$ cat src/rtl/abt_pkg.sv
// Shared types and codes for the address binding table.
// No dependencies.
package abt_pkg;
  typedef enum logic [1:0] {
    OP_ADD = 2'd0,
    OP_DEL = 2'd1,
    OP_FIND_KEY = 2'd2,
    OP_FIND_ADDR = 2'd3
  } op_e;

  typedef enum logic [1:0] {
    RC_DONE = 2'd0,
    RC_NOT_FOUND = 2'd1,
    RC_PRESENT = 2'd2,
    RC_FULL = 2'd3
  } rc_e;

  localparam int unsigned KeyW = 22;
  localparam int unsigned LenW = 5;
  localparam int unsigned GrpW = 48;

  typedef struct packed {
    logic [1:0] operation;
    logic [KeyW-1:0] device_number;
    logic [LenW-1:0] address_length;
    logic [GrpW-1:0] address_bytes_lo;
    logic [GrpW-1:0] address_bytes_mid;
    logic [GrpW-1:0] address_bytes_hi;
  } req_t;

  typedef struct packed {
    logic [1:0] result_code;
    logic [KeyW-1:0] found_device_number;
    logic [LenW-1:0] found_length;
    logic [GrpW-1:0] found_bytes_lo;
    logic [GrpW-1:0] found_bytes_mid;
    logic [GrpW-1:0] found_bytes_hi;
    logic [LenW-1:0] entry_count;
  } rsp_t;

  // Mask keeping the first n bytes of six-byte group seg.
  function automatic logic [GrpW-1:0] group_mask(input logic [LenW-1:0] n,
                                                 input logic [1:0] seg);
    logic [GrpW-1:0] m;
    m = '0;
    for (int b = 0; b < 6; b++) begin
      if (32'(n) > 32'(seg) * 6 + b) m[b*8 +: 8] = 8'hff;
    end
    return m;
  endfunction
endpackage

$ cat src/rtl/abt_if.sv
// Valid/ready channels carrying one request word (req_t) or one response word (rsp_t).
// Depends on abt_pkg for payload types.
interface abt_req_if;
  logic valid;
  logic ready;
  abt_pkg::req_t data;
  modport source (output valid, output data, input ready);
  modport sink (input valid, input data, output ready);
endinterface


$ cat src/rtl/abt_front.sv
// Front end: accept request words, mask address bytes, queue two deep.
// Depends on abt_pkg and abt_if.
module abt_front #(
  parameter int unsigned ADDRESS_BYTES_MAX = 18
) (
  input  logic clk_i,
  input  logic rst_ni,
  abt_req_if.sink   in_i,
  output logic           q_valid_o,
  output abt_pkg::req_t  q_data_o,
  input  logic           q_pop_i
);
  abt_pkg::req_t mem_q [2];
  logic [1:0] cnt_q, cnt_d;
  logic wr_q, rd_q;
  abt_pkg::req_t clean;
  logic [abt_pkg::LenW-1:0] n;
  logic push;

  assign in_i.ready = (cnt_q != 2'd2);
  assign push = in_i.valid && in_i.ready;
  assign q_valid_o = (cnt_q != 2'd0);
  assign q_data_o = mem_q[rd_q];

  always_comb begin
    n = (32'(in_i.data.address_length) > ADDRESS_BYTES_MAX) ?
        abt_pkg::LenW'(ADDRESS_BYTES_MAX) : in_i.data.address_length;
    clean = in_i.data;
    clean.address_bytes_lo = in_i.data.address_bytes_lo & abt_pkg::group_mask(n, 2'd0);
    clean.address_bytes_mid = in_i.data.address_bytes_mid & abt_pkg::group_mask(n, 2'd1);
    clean.address_bytes_hi = in_i.data.address_bytes_hi & abt_pkg::group_mask(n, 2'd2);
    cnt_d = cnt_q + {1'b0, push} - {1'b0, q_pop_i};
  end

  always_ff @(posedge clk_i) begin
    if (push) mem_q[wr_q] <= clean;
  end

  always_ff @(posedge clk_i or negedge rst_ni) begin
    if (!rst_ni) begin
      cnt_q <= '0;
      wr_q <= 1'b0;
      rd_q <= 1'b0;
    end else begin
      cnt_q <= cnt_d;
      if (push) wr_q <= ~wr_q;
      if (q_pop_i) rd_q <= ~rd_q;
    end
  end
endmodule

$ cat src/flat_wrapper.sv
// flat-port wrapper written by rule: the top's interface ports become plain ports
module abt_front_flat 
#(
  parameter int unsigned ADDRESS_BYTES_MAX = 18
)
  (clk_i, rst_ni, q_valid_o, q_data_o, q_pop_i, in_i_valid, in_i_data, in_i_ready);
  abt_req_if in_i_i ();
  input  logic clk_i;
  input  logic rst_ni;
  output logic q_valid_o;
  output abt_pkg::req_t q_data_o;
  input  logic q_pop_i;
  input wire logic [$bits(in_i_i.valid)-1:0] in_i_valid;
  input wire logic [$bits(in_i_i.data)-1:0] in_i_data;
  output wire logic [$bits(in_i_i.ready)-1:0] in_i_ready;
  assign in_i_i.valid = in_i_valid;
  assign in_i_i.data = in_i_data;
  assign in_i_ready = in_i_i.ready;
  abt_front #(.ADDRESS_BYTES_MAX(ADDRESS_BYTES_MAX)) u_core (.clk_i(clk_i), .rst_ni(rst_ni), .in_i(in_i_i), .q_valid_o(q_valid_o), .q_data_o(q_data_o), .q_pop_i(q_pop_i));
endmodule
$ cat config.mk
export PLATFORM = sky130hd
export DESIGN_NAME = abt_front_flat
export DESIGN_NICKNAME = d
export VERILOG_FILES = /design/src/rtl/abt_pkg.sv /design/src/rtl/abt_if.sv /design/src/rtl/abt_front.sv /design/src/flat_wrapper.sv
export SDC_FILE = /design/constraint.sdc
export NUM_CORES = 1
export LEC_CHECK = 0
export BUFFER_PORTS_ARGS = -buffer_cell sky130_fd_sc_hd__buf_2
export CAP_MARGIN = 15
export CORE_UTILIZATION = 35
export DETAILED_ROUTE_END_ITERATION = 8
export GPL_TIMING_DRIVEN = 0
export PLACE_DENSITY = 0.61
export REMOVE_ABC_BUFFERS = 1
export SLEW_MARGIN = 20
export SYNTH_ARGS = -nofsm -noshare
export SYNTH_HDL_FRONTEND = slang
export SYNTH_SLANG_ARGS = --single-unit
export TNS_END_PERCENT = 30
$ cat constraint.sdc
create_clock -name clk_i -period 13.6 [get_ports clk_i]
set_input_delay 0 -clock clk_i [delete_from_list [all_inputs] [get_ports clk_i]]
set_output_delay 0 -clock clk_i [all_outputs]
set_load 0.02 [all_outputs]
==> key figures <==
Run status
  – Status: finished clean

Pwr
  – Sw Pwr: 1.259 mW
  – Internal Pwr Total: 2.603 mW
  – Clk pwr share: 25.0%
  – LEAKAGE: 7.348 nW
  – Flop pwr share: 40.3%
  – Power density over the cells: 199.9 nW/µm²
  – Worst VDD drop: 0.0001578 V
  – Gate power share: 34.7%
  – Switching Fraction: 32.59%

STA
  – Setup WS post-layout: 11060 ps
  – Min cycle time layout: 2538 ps
  – Relative slew slack: 32.06%
  – Endpoints failing setup: 0
  – Final worst-path cycle share: 18.66%
  – Unrepaired setup endpoints after global routing: false
  – Tightest Pin Transition: 1014 ps
  – Fmax: 394.0 MHz
  – Fin. Hold Viols: 0
  – Clk_skew: 16.14 ps
  – Max Slew Vio Count: 0

Critical path
  – Worst setup SP type: flip-flop
  – Arr. time, crit path: 2540 ps
  – Reg2reg setup slack: 11270 ps
  – CP Data Required Time: 13600 ps
  – Reg2reg path depth: 7
  – Crit path capture type: output pin
  – End of the critical path: q_data_o[170]
  – R2R Path Start: u_core.cnt_q[1]$_DFF_PN0_
  – Setup Crit Path Kind: reg -> out
  – Worst flop-to-flop path endpoint: u_core.mem_q[0][159]$_DFFE_PP_
  – Worst Setup SP: u_core.rd_q$_DFFE_PN0P_
  – Worst Path Max Fanout: 50

Global routing
  – Tot GR Track Use: 16.25%
  – Gr ovfl total: 0
  – Largest net degree at the start of global routing: 52
  – First-pass GRT wire length: 50340 µm
  – Antenna violations before repair: 1
  – Via count of the first global-routing pass: 9024

Drt
  – Starting DRC count in detailed routing: 322
  – Final ANT Viol Nets: 0
  – 1st-pass router iterations: 5
  – Vias per cell: 4.572
  – DRC viols: 0
  – Drt total wl: 32420 µm
  – DR WL/cell: 17.76 µm
  – Vias: 8344

Placement
  – Dpl ws: 11250 ps
  – Port buffer count: 351
  – GPL Wtd Cong: 0.7283
  – Placed cell areas: 16400 µm²
  – Final HPWL DP: 20390 µm

Finish
  – Area of the multi-input gates: 3114 µm²
  – Final Cell Area: 19320 µm²
  – Fillers: 3266
  – Final core utilization: 50.00%
  – Fraction of layout cells with a size suffix above 1: 46.09%
  – Area delta synth->final: 40.69%
  – Register area: 10490 µm²
  – Final nets: 1463

Synth
  – Sequential share of the synthesized area: 76.37%
  – Avg Inst Size Synth: 18.92 µm²
  – Post-Syn Instances: 726
  – Cell taking the most area after synthesis: edfxtp_1
  – Count of different cell masters after synthesis: 32
  – Seq cells post-synth: 350
  – Netlist Area Pre-Place: 13740 µm²
  – Post-synth top area share: 75.64%
  – Top post-synthesis cells by area: edfxtp_1 76%, mux2_2 14%, nor2b_1 4.0%
  – Synth warn: 0

Floorplan
  – Core Footprint: 38650 µm²
  – Die width: 200.1 µm
  – Die Ht: 200.1 µm
  – Boundary Pins: 352
  – FP Rows: 72
  – Die ar.: 40040 µm²
  – Initial Util: 35.54%

Clock network
  – H-tree depth: 2
  – CTS tree: yes
  – Clock root buffer: clkbuf_16
  – Worst-Skew Late Latency: 540 ps
  – Sink Count: 350
  – Clk slew on worst S/H paths: 60 ps
  – Post-CTS Setup Bufs: 0
  – Num CTS Buffers: 39
  – Clk buf depth: 3

Worst hold path
  – Hold WC Path Type: in -> reg
  – Hold Crit Start: in_i_data[163]

Run
  – Maximum capacitance violations: 0
registers in the layout, indices dropped and copies added (netlist names):
signal and count:
u_core.mem_q 346, u_core.cnt_q 2, u_core.rd_q 1, u_core.wr_q 1
cells in the mapped netlist, drive strengths merged:
| cell type | n |
|---|---|
| and2 | 32 |
| a21oi | 4 |
| buf | 21 |
| a31oi | 2 |
| nor3 | 1 |
| inv | 3 |
| ha | 2 |
| or2 | 4 |
| edfxtp | 346 |
| nand2b | 1 |
| and3 | 25 |
| nor2 | 3 |
| nand2 | 1 |
| a211oi | 1 |
| xnor2 | 3 |
| dfrtp | 4 |
| nor2b | 88 |
| o21a | 2 |
| a211o | 1 |
| clkbuf | 5 |
| or3 | 2 |
| a41oi | 1 |
| xor2 | 1 |
| mux2 | 173 |
per-stage QoR:
step                      cells  power [mW]  hold slack [ps]  TNS (ps)
after floorplan             700       2.469           -295.6         0
after global placement     1569       3.022           -192.5    -26000
after detailed placement   1584       2.897           -182.7         0
after CTS                  1824       3.923            143.8         0
after global routing       1825       4.042            162.3         0
final                      1825       3.862            189.0         0
worst min-delay path by stage:
stage,cells past startpoint,endpoint,slack [ps]
finish,2,u_core.mem_q[1][163]$_DFFE_PP_,190
global route,2,u_core.mem_q[1][172]$_DFFE_PP_,160
CTS,2,u_core.mem_q[1][154]$_DFFE_PP_,140
detailed placement,1,u_core.wr_q$_DFFE_PN0P_,-180
global placement,1,u_core.wr_q$_DFFE_PN0P_,-190
floorplan,0,u_core.cnt_q[0]$_DFF_PN0_,-300
layout make-up:
| type | count | area share (%) |
|---|---|---|
| well taps | 518 | 3.354 |
| diodes | 1 | 0.01295 |
| clock buffers | 50 | 5.484 |
| clock inverters | 13 | 0.4726 |
| multi-input cells | 347 | 16.12 |
| flip-flops and latches | 350 | 54.30 |
| inverters | 3 | 0.05827 |
| repair buffers | 543 | 20.20 |
what timing repair did:
action                     in CTS  in global routing
hold endpoints to repair      354                  0
resized for setup               0                  0
hold buffers                  177                  0
setup endpoints to repair       0                  0
cell families after synthesis:
kind of cell	count (synthesis)	synth area share [%]
xor+xnor	4	0.2551
fa+ha+maj	2	0.1822
flops	350	76.37
compound gates	11	0.7288
simple gates	157	7.233
buf+inv	29	1.047
mux	173	14.18
routing by layer:
layer | global-route usage, % | wire (µm) | vias up
met2 | 27.57 | 16090 | 250
met5 | 0 | 0 | -
li1 | - | - | 3896
met4 | 6.511 | 880 | 0
met3 | 4.051 | 1986 | 56
met1 | 19.79 | 13460 | 4142
placed cells by master, fill, tap and decap left out, types with 2 or more instances in the layout:
| master | instances |
|---|---|
| buf_2 | 351 |
| edfxtp_1 | 346 |
| dlygate4sd3_1 | 177 |
| mux2_2 | 173 |
| nor2b_1 | 88 |
| clkbuf_16 | 41 |
| and2_1 | 32 |
| and3_1 | 24 |
| buf_16 | 10 |
| clkbuf_1 | 9 |
| clkinv_1 | 6 |
| buf_12 | 5 |
| inv_1 | 3 |
| xnor2_1 | 3 |
| clkinv_2 | 3 |
| dfrtp_1 | 3 |
| or2_2 | 2 |
| a21oi_2 | 2 |
| o21a_1 | 2 |
| nor2_2 | 2 |
| a21oi_1 | 2 |
| or3_4 | 2 |
| ha_1 | 2 |
| clkinvlp_4 | 2 |
power groups by stage:
stage | Combinational (mW) | Sequential [mW] | Clock (mW)
2_1_floorplan | 0.798 | 1.67 | 0
3_5_place_dp | 1.32 | 1.58 | 0
5_1_grt | 1.42 | 1.58 | 1.04
4_1_cts | 1.36 | 1.56 | 0.999
3_3_place_gp | 1.25 | 1.77 | 0
6_report | 1.34 | 1.56 | 0.965
worst max-delay path: stages (launching register included):
cell and delay [ps]:
dfrtp_4 800, buf_16 340, buf_16 270, mux2_2 380, buf_2 160
(Power assumes the default switching activity.)
