## config.mk

```make
export PLATFORM = sky130hd
export DESIGN_NAME = abt_back_flat
export DESIGN_NICKNAME = d
export VERILOG_FILES = /design/src/rtl/abt_pkg.sv /design/src/rtl/abt_if.sv /design/src/rtl/abt_back.sv /design/src/flat_wrapper.sv
export SDC_FILE = /design/constraint.sdc
export NUM_CORES = 2
export LEC_CHECK = 0
export BUFFER_PORTS_ARGS = -buffer_cell sky130_fd_sc_hd__clkbuf_2
export CAP_MARGIN = 10
export CORE_ASPECT_RATIO = 1.1
export CORE_UTILIZATION = 35
export CTS_BUF_LIST = sky130_fd_sc_hd__clkbuf_4 sky130_fd_sc_hd__clkbuf_8
export DETAILED_ROUTE_END_ITERATION = 8
export SETUP_SLACK_MARGIN = 0.2
export SLEW_MARGIN = 20
export SYNTH_ARGS = -nofsm -noshare
export SYNTH_HDL_FRONTEND = slang
export SYNTH_SLANG_ARGS = --single-unit
```

## constraint.sdc

```tcl
create_clock -name clk_i -period 47.5 [get_ports clk_i]
set_input_delay 9.5 -clock clk_i [delete_from_list [all_inputs] [get_ports clk_i]]
set_output_delay 9.5 -clock clk_i [all_outputs]
set_load 0.1 [all_outputs]
```

## src/rtl/abt_pkg.sv

```systemverilog
// Shared types and codes for the address binding table.
// No dependencies.
package abt_pkg;
  typedef enum logic [1:0] {
    OP_ADD = 2'd0,
    OP_DEL = 2'd1,
    OP_FIND_KEY = 2'd2,
    OP_FIND_ADDR = 2'd3
  } op_e;

  typedef enum logic [1:0] {
    RC_DONE = 2'd0,
    RC_NOT_FOUND = 2'd1,
    RC_PRESENT = 2'd2,
    RC_FULL = 2'd3
  } rc_e;

  localparam int unsigned KeyW = 22;
  localparam int unsigned LenW = 5;
  localparam int unsigned GrpW = 48;

  typedef struct packed {
    logic [1:0] operation;
    logic [KeyW-1:0] device_number;
    logic [LenW-1:0] address_length;
    logic [GrpW-1:0] address_bytes_lo;
    logic [GrpW-1:0] address_bytes_mid;
    logic [GrpW-1:0] address_bytes_hi;
  } req_t;

  typedef struct packed {
    logic [1:0] result_code;
    logic [KeyW-1:0] found_device_number;
    logic [LenW-1:0] found_length;
    logic [GrpW-1:0] found_bytes_lo;
    logic [GrpW-1:0] found_bytes_mid;
    logic [GrpW-1:0] found_bytes_hi;
    logic [LenW-1:0] entry_count;
  } rsp_t;

  // Mask keeping the first n bytes of six-byte group seg.
  function automatic logic [GrpW-1:0] group_mask(input logic [LenW-1:0] n,
                                                 input logic [1:0] seg);
    logic [GrpW-1:0] m;
    m = '0;
    for (int b = 0; b < 6; b++) begin
      if (32'(n) > 32'(seg) * 6 + b) m[b*8 +: 8] = 8'hff;
    end
    return m;
  endfunction
endpackage

```

## src/rtl/abt_if.sv

```systemverilog


interface abt_rsp_if;
  logic valid;
  logic ready;
  abt_pkg::rsp_t data;
  modport source (output valid, output data, input ready);
  modport sink (input valid, input data, output ready);
endinterface

```

## src/rtl/abt_back.sv

```systemverilog
// Back end: scan the table one entry a cycle, write back, emit result word.
// Depends on abt_pkg and abt_if.
module abt_back #(
  parameter int unsigned TABLE_ENTRIES = 16
) (
  input  logic clk_i,
  input  logic rst_ni,
  input  logic           q_valid_i,
  input  abt_pkg::req_t  q_data_i,
  output logic           q_pop_o,
  abt_rsp_if.source      out_o,
  output logic [abt_pkg::LenW-1:0] count_o
);
  localparam int unsigned IdxW = (TABLE_ENTRIES > 1) ? $clog2(TABLE_ENTRIES) : 1;
  localparam int unsigned CntW = $clog2(TABLE_ENTRIES + 1);

  typedef enum logic [3:0] {
    ST_IDLE = 4'b0001,
    ST_SCAN = 4'b0010,
    ST_DONE = 4'b0100,
    ST_OUT  = 4'b1000
  } state_e;

  state_e state_q, state_d;
  abt_pkg::req_t req_q;
  logic [CntW-1:0] idx_q;
  logic [TABLE_ENTRIES-1:0] valid_q;
  logic [abt_pkg::KeyW-1:0] key_m [TABLE_ENTRIES];
  logic [abt_pkg::LenW-1:0] len_m [TABLE_ENTRIES];
  logic [abt_pkg::GrpW-1:0] lo_m [TABLE_ENTRIES];
  logic [abt_pkg::GrpW-1:0] mid_m [TABLE_ENTRIES];
  logic [abt_pkg::GrpW-1:0] hi_m [TABLE_ENTRIES];
  logic [abt_pkg::LenW-1:0] count_q;
  logic hit_q, free_q;
  logic [IdxW-1:0] hit_idx_q, free_idx_q;
  logic [abt_pkg::KeyW-1:0] best_key_q;
  logic [IdxW-1:0] cur;
  logic match;
  logic [IdxW-1:0] rd_idx;
  abt_pkg::rsp_t rsp_q, rsp_d;

  assign cur = idx_q[IdxW-1:0];
  assign count_o = count_q;
  assign q_pop_o = (state_q == ST_IDLE) && q_valid_i;
  assign out_o.valid = (state_q == ST_OUT);
  assign out_o.data = rsp_q;

  always_comb begin
    if (abt_pkg::op_e'(req_q.operation) == abt_pkg::OP_FIND_ADDR)
      match = valid_q[cur] && (req_q.address_length != '0) &&
              (len_m[cur] == req_q.address_length) &&
              (lo_m[cur] == req_q.address_bytes_lo) &&
              (mid_m[cur] == req_q.address_bytes_mid) &&
              (hi_m[cur] == req_q.address_bytes_hi) &&
              (!hit_q || key_m[cur] > best_key_q);
    else
      match = valid_q[cur] && !hit_q && (key_m[cur] == req_q.device_number);
    rd_idx = hit_q ? hit_idx_q : free_idx_q;
    state_d = state_q;
    unique case (state_q)
      ST_IDLE: if (q_valid_i) state_d = ST_SCAN;
      ST_SCAN: if (32'(idx_q) == TABLE_ENTRIES - 1) state_d = ST_DONE;
      ST_DONE: state_d = ST_OUT;
      ST_OUT:  if (out_o.ready) state_d = ST_IDLE;
      default: state_d = ST_IDLE;
    endcase
  end

  always_comb begin
    rsp_d = '0;
    rsp_d.entry_count = count_q;
    if (hit_q) begin
      rsp_d.found_device_number = key_m[rd_idx];
      rsp_d.found_length = len_m[rd_idx];
      rsp_d.found_bytes_lo = lo_m[rd_idx];
      rsp_d.found_bytes_mid = mid_m[rd_idx];
      rsp_d.found_bytes_hi = hi_m[rd_idx];
    end
    unique case (abt_pkg::op_e'(req_q.operation))
      abt_pkg::OP_ADD: begin
        if (hit_q) rsp_d.result_code = abt_pkg::RC_PRESENT;
        else if (!free_q) rsp_d.result_code = abt_pkg::RC_FULL;
        else begin
          rsp_d.result_code = abt_pkg::RC_DONE;
          rsp_d.entry_count = count_q + 1'b1;
          rsp_d.found_device_number = req_q.device_number;
          rsp_d.found_length = req_q.address_length;
          rsp_d.found_bytes_lo = req_q.address_bytes_lo;
          rsp_d.found_bytes_mid = req_q.address_bytes_mid;
          rsp_d.found_bytes_hi = req_q.address_bytes_hi;
        end
      end
      abt_pkg::OP_DEL: begin
        rsp_d.result_code = hit_q ? abt_pkg::RC_DONE : abt_pkg::RC_NOT_FOUND;
        if (hit_q) rsp_d.entry_count = count_q - 1'b1;
      end
      default: rsp_d.result_code = hit_q ? abt_pkg::RC_DONE : abt_pkg::RC_NOT_FOUND;
    endcase
  end

  always_ff @(posedge clk_i) begin
    if (q_pop_o) req_q <= q_data_i;
    if (state_q == ST_SCAN && match) best_key_q <= key_m[cur];
    if (state_q == ST_DONE && abt_pkg::op_e'(req_q.operation) == abt_pkg::OP_ADD &&
        !hit_q && free_q) begin
      key_m[free_idx_q] <= req_q.device_number;
      len_m[free_idx_q] <= req_q.address_length;
      lo_m[free_idx_q] <= req_q.address_bytes_lo;
      mid_m[free_idx_q] <= req_q.address_bytes_mid;
      hi_m[free_idx_q] <= req_q.address_bytes_hi;
    end
    if (state_q == ST_DONE) rsp_q <= rsp_d;
  end

  always_ff @(posedge clk_i or negedge rst_ni) begin
    if (!rst_ni) begin
      state_q <= ST_IDLE;
      idx_q <= '0;
      valid_q <= '0;
      count_q <= '0;
      hit_q <= 1'b0;
      free_q <= 1'b0;
      hit_idx_q <= '0;
      free_idx_q <= '0;
    end else begin
      state_q <= state_d;
      unique case (state_q)
        ST_IDLE: begin
          idx_q <= '0;
          hit_q <= 1'b0;
          free_q <= 1'b0;
        end
        ST_SCAN: begin
          idx_q <= idx_q + 1'b1;
          if (match) begin
            hit_q <= 1'b1;
            hit_idx_q <= cur;
          end
          if (!valid_q[cur] && !free_q) begin
            free_q <= 1'b1;
            free_idx_q <= cur;
          end
        end
        ST_DONE: begin
          if (abt_pkg::op_e'(req_q.operation) == abt_pkg::OP_ADD && !hit_q && free_q) begin
            valid_q[free_idx_q] <= 1'b1;
            count_q <= count_q + 1'b1;
          end
          if (abt_pkg::op_e'(req_q.operation) == abt_pkg::OP_DEL && hit_q) begin
            valid_q[hit_idx_q] <= 1'b0;
            count_q <= count_q - 1'b1;
          end
        end
        ST_OUT: ;
        default: ;
      endcase
    end
  end
endmodule

```

## src/flat_wrapper.sv

```systemverilog
// flat-port wrapper written by rule: the top's interface ports become plain ports
module abt_back_flat 
#(
  parameter int unsigned TABLE_ENTRIES = 16
)
  (clk_i, rst_ni, q_valid_i, q_data_i, q_pop_o, count_o, out_o_valid, out_o_data, out_o_ready);
  abt_rsp_if out_o_i ();
  input  logic clk_i;
  input  logic rst_ni;
  input  logic q_valid_i;
  input  abt_pkg::req_t q_data_i;
  output logic q_pop_o;
  output logic [abt_pkg::LenW-1:0] count_o;
  output wire logic [$bits(out_o_i.valid)-1:0] out_o_valid;
  output wire logic [$bits(out_o_i.data)-1:0] out_o_data;
  input wire logic [$bits(out_o_i.ready)-1:0] out_o_ready;
  assign out_o_valid = out_o_i.valid;
  assign out_o_data = out_o_i.data;
  assign out_o_i.ready = out_o_ready;
  abt_back #(.TABLE_ENTRIES(TABLE_ENTRIES)) u_core (.clk_i(clk_i), .rst_ni(rst_ni), .q_valid_i(q_valid_i), .q_data_i(q_data_i), .q_pop_o(q_pop_o), .out_o(out_o_i), .count_o(count_o));
endmodule
```

==> summary.txt <==
Placement
  – Port bufs: between 300 and 400
  – Dpl hpwl: 275,000 µm
  – DP Worst Slack: approximately 27 ns
  – RD Place Congestion: 0.860

Pwr
  – Share of total power in combinational logic: 0.238
  – PwrDens: 48.0 mW/mm²
  – Sw Pwr: 0.00231 W
  – Final Power: 0.00775 W
  – Sequential share of power: 0.438
  – Pint: 0.00544 W
  – Switching Share: 0.298
  – Clock share of power: 0.324
  – Maximum VDD drop: between 0.03 and 0.04 mV
  – Leak: 51.1 nW

Flow run
  – Number of max-cap violations: 0

Critical path
  – Critical Path Sink Type: output port
  – RR Startpoint: u_core.idx_q[0]
  – WP data arrival: 10.51 ns
  – Critical path capture point: q_pop_o
  – Reg-to-reg endpoint: u_core.best_key_q[3]
  – Required time of the critical path: 38.00 ns
  – CP startpoint kind: primary input
  – Reg2reg setup slack: 38.57 ns
  – Max FO, Critical Path: 15
  – Reg2Reg Depth: 13
  – Crit path launch: q_valid_i
  – Crit Path Class: primary input to output port

Outcome
  – Status: completed

Global route
  – Initial antenna violation count: 37
  – Met3 usage: 0.0477
  – Total GRT Usage: 0.226
  – Grt total ovfl: 0
  – Vias in the first global route: 83,429
  – Largest net degree at the start of global routing: 140
  – Global Route met1 Usage: 0.296
  – Global-route wire length before repair: 656,000 µm
  – Met2 usage: 0.365
  – Busiest grt layer: met2

Synthesis
  – Post-synth ARST share: 0.0127
  – Main flop type after synthesis: edfxtp_1
  – Mapped Avg Cell Area: 20.8 µm²
  – Net Count, Synth: roughly 7,000
  – Sequential area share after synthesis: 0.664
  – Synth area leaders: edfxtp_1 66%, mux4_2 23%, mux2i_1 2.1%
  – Yosys warns: 0
  – Yosys top cell by area: edfxtp_1
  – Area fraction of the dominant cell type after synthesis: 0.657
  – Syn Inst Count: 6,834
  – Post-synth EDFFs: between 3,000 and 4,000
  – Synthesized flop and latch total: roughly 3,100
  – Unique cell type count in the Yosys netlist: 77
  – Mapped cell area: 0.142 mm²

Drt
  – Final WL: about 480,000 µm
  – DR vias/cell: 6.15
  – 1st-iter DRT viols: approximately 10,000
  – Via Count: 81,420
  – DRC: 0
  – Pre-antenna DRT Iters: 8
  – Post-DRT Antenna Nets: 0
  – WL/cell: 35.9 µm

Clocking
  – Clk sinks: 3,149
  – H-tree Lvls: 6
  – Post-CTS Setup Inserts: 0
  – Skew-Pair Late Insertion Delay: 1.21 ns
  – CTS Buf Count: 548
  – Hold buffer count at CTS: 0
  – CTS tree: built
  – Clock transition at path regs: 0.06 ns
  – CTS root buf: clkbuf_8
  – Post-CTS Resized: 0
  – CTS Buffer Depth: 4

STA
  – Final number of hold-violating endpoints: 0
  – Count of final setup violators: 0
  – WHS: between 0.5 and 0.6 ns
  – Setup Total Neg Slack: 0 ns
  – Least-Margin Pin Slew: 1.25 ns
  – Post-route setup slack: approximately 27 ns
  – RSZ-0062 raised after global routing: no
  – Fin Clk Skew: approximately 0.06 ns
  – Post-route clock period utilization: 0.421
  – F_max: 0.0500 GHz
  – Fin. max-slew vios: 0
  – Rel. slew slack: 0.155
  – Min Tclk post-route: around 20 ns

Final layout
  – P&R area growth vs syn: 13.5%
  – Area of the multi-input gates: approximately 0.045 mm²
  – FILL cells: roughly 36,000
  – Layout cells sized above 1: 0.380
  – Register Area: 0.0944 mm²
  – Nets: 7,682

Floorplanning
  – Initial Utilization: 0.351
  – Die Footprint: between 0.4 and 0.5 mm²
  – Core Area: between 0.4 and 0.5 mm²
  – Die Span X: 610 µm
  – Io pins: 362
  – Chip height: roughly 670 µm
  – # rows: 245

Hold path
  – Worst hold path type: register to register
## placed cells by master (no fill, tap or decap), drive strengths merged, types with 15 or more instances in the layout
cell,count
diode,19
mux2i,298
mux2,87
inv,102
xor2,72
nor3,32
xnor2,81
a221oi,73
dfrtp,39
nand2,151
o22ai,53
clkinv,198
mux4,1436
a22o,168
edfxtp,3109
nor2,84
a21oi,61
nor4,29
buf,218
a31oi,15
o21ai,107
ha,26
clkbuf,1074
and3,16
bufinv,19
nand3,29
a22oi,105
nand4,23
## worst min path at each step
stage | start | endpoint | slack [ns] | cells past startpoint
finish | u_core.valid_q[0] | u_core.valid_q[0] | 0.51 | 1
global route | u_core.valid_q[3] | u_core.valid_q[3] | 0.53 | 1
global placement | u_core.valid_q[0] | u_core.valid_q[0] | 0.47 | 1
detailed placement | u_core.valid_q[0] | u_core.valid_q[0] | 0.49 | 1
floorplan | u_core.valid_q[0] | u_core.valid_q[0] | 0.47 | 1
CTS | u_core.valid_q[0] | u_core.valid_q[0] | 0.51 | 1
## area by class of cell
type | instances | area share
tap | 5310 | 0.0412
inverter | 70 | 0.00171
antenna | 19 | 0.000295
sequential | 3149 | 0.585
timing repair buffer | 579 | 0.0230
clock inverter | 263 | 0.0121
multi-input combinational | 3131 | 0.282
clock buffer | 713 | 0.0549
## metal layers
layer / routed length (µm) / up-vias
li1: - / 31259
met1: 181000 / 44029
met2: 226000 / 5156
met3: 43800 / 962
met4: 23700 / 14
met5: 105 / -
## stage by stage
step / utilization / std cells / instance area [µm²]
after floorplan: - / 6834 / 142000
after global placement: 0.372 / 12239 / 150000
after detailed placement: 0.372 / 12239 / 150000
after CTS: 0.399 / 13215 / 161000
after global routing: 0.399 / 13221 / 161000
final: 0.399 / 13234 / 161000
## synthesized netlist by cell type, drive strengths merged, types with 5 or more instances
master      n
edfxtp   3109
mux4     1436
mux2i     298
buf       252
clkbuf    232
a22o      168
nand2     151
o21ai     107
a22oi     105
mux2       87
nor2       84
xnor2      81
a221oi     73
xor2       72
inv        70
a21oi      61
o22ai      53
dfrtp      39
nor3       32
nand3      29
nor4       29
ha         26
nand4      23
and3       16
a31oi      15
nand2b     13
a211oi     11
nor2b      10
a2111oi     9
o221ai      9
o31ai       9
a21o        8
and2        8
o211ai      8
or4         8
o22a        7
a31o        6
o2111ai     6
a311oi      5
a32oi       5
nand3b      5
nor3b       5
## power groups by stage
stage / Sequential [W] / Combinational (W) / Clock [W]
final: 0.00339 / 0.00184 / 0.00251
after floorplan: 0.00337 / 0.00134 / 0
after detailed placement: 0.00344 / 0.00186 / 0
after global placement: 0.00343 / 0.00186 / 0
after CTS: 0.00339 / 0.00186 / 0.00256
after global routing: 0.00340 / 0.00193 / 0.00267
## flip-flops by register name, summed over array words and instances, names as in the netlist, 16 cells and up
name,count
u_core.req_q,173
u_core.key_m,352
u_core.lo_m,768
u_core.valid_q,16
u_core.hi_m,768
u_core.out_o.data,178
u_core.best_key_q,22
u_core.mid_m,768
u_core.len_m,80
## worst max-delay path, cell delays in order
cell	delay (ns)
clkbuf_2	0.12
and2_4	0.33
clkbuf_2	0.52
## logic make-up (layout without fill, tap and decap cells)
kind of cell             Yosys count  count (layout)  synth area share
multiplexers                    1821            1821             0.255
buffers and inverters            554            1625            0.0181
flip-flops                      3149            3149             0.664
other                              0              19                 0
AND/OR/NAND/NOR                  429             429            0.0146
adder cells (fa/ha/maj)           26              26           0.00229
AO/OA/AOI/OAI                    702             702            0.0365
XOR/XNOR                         153             153           0.00943
(Power assumes the default switching activity.)
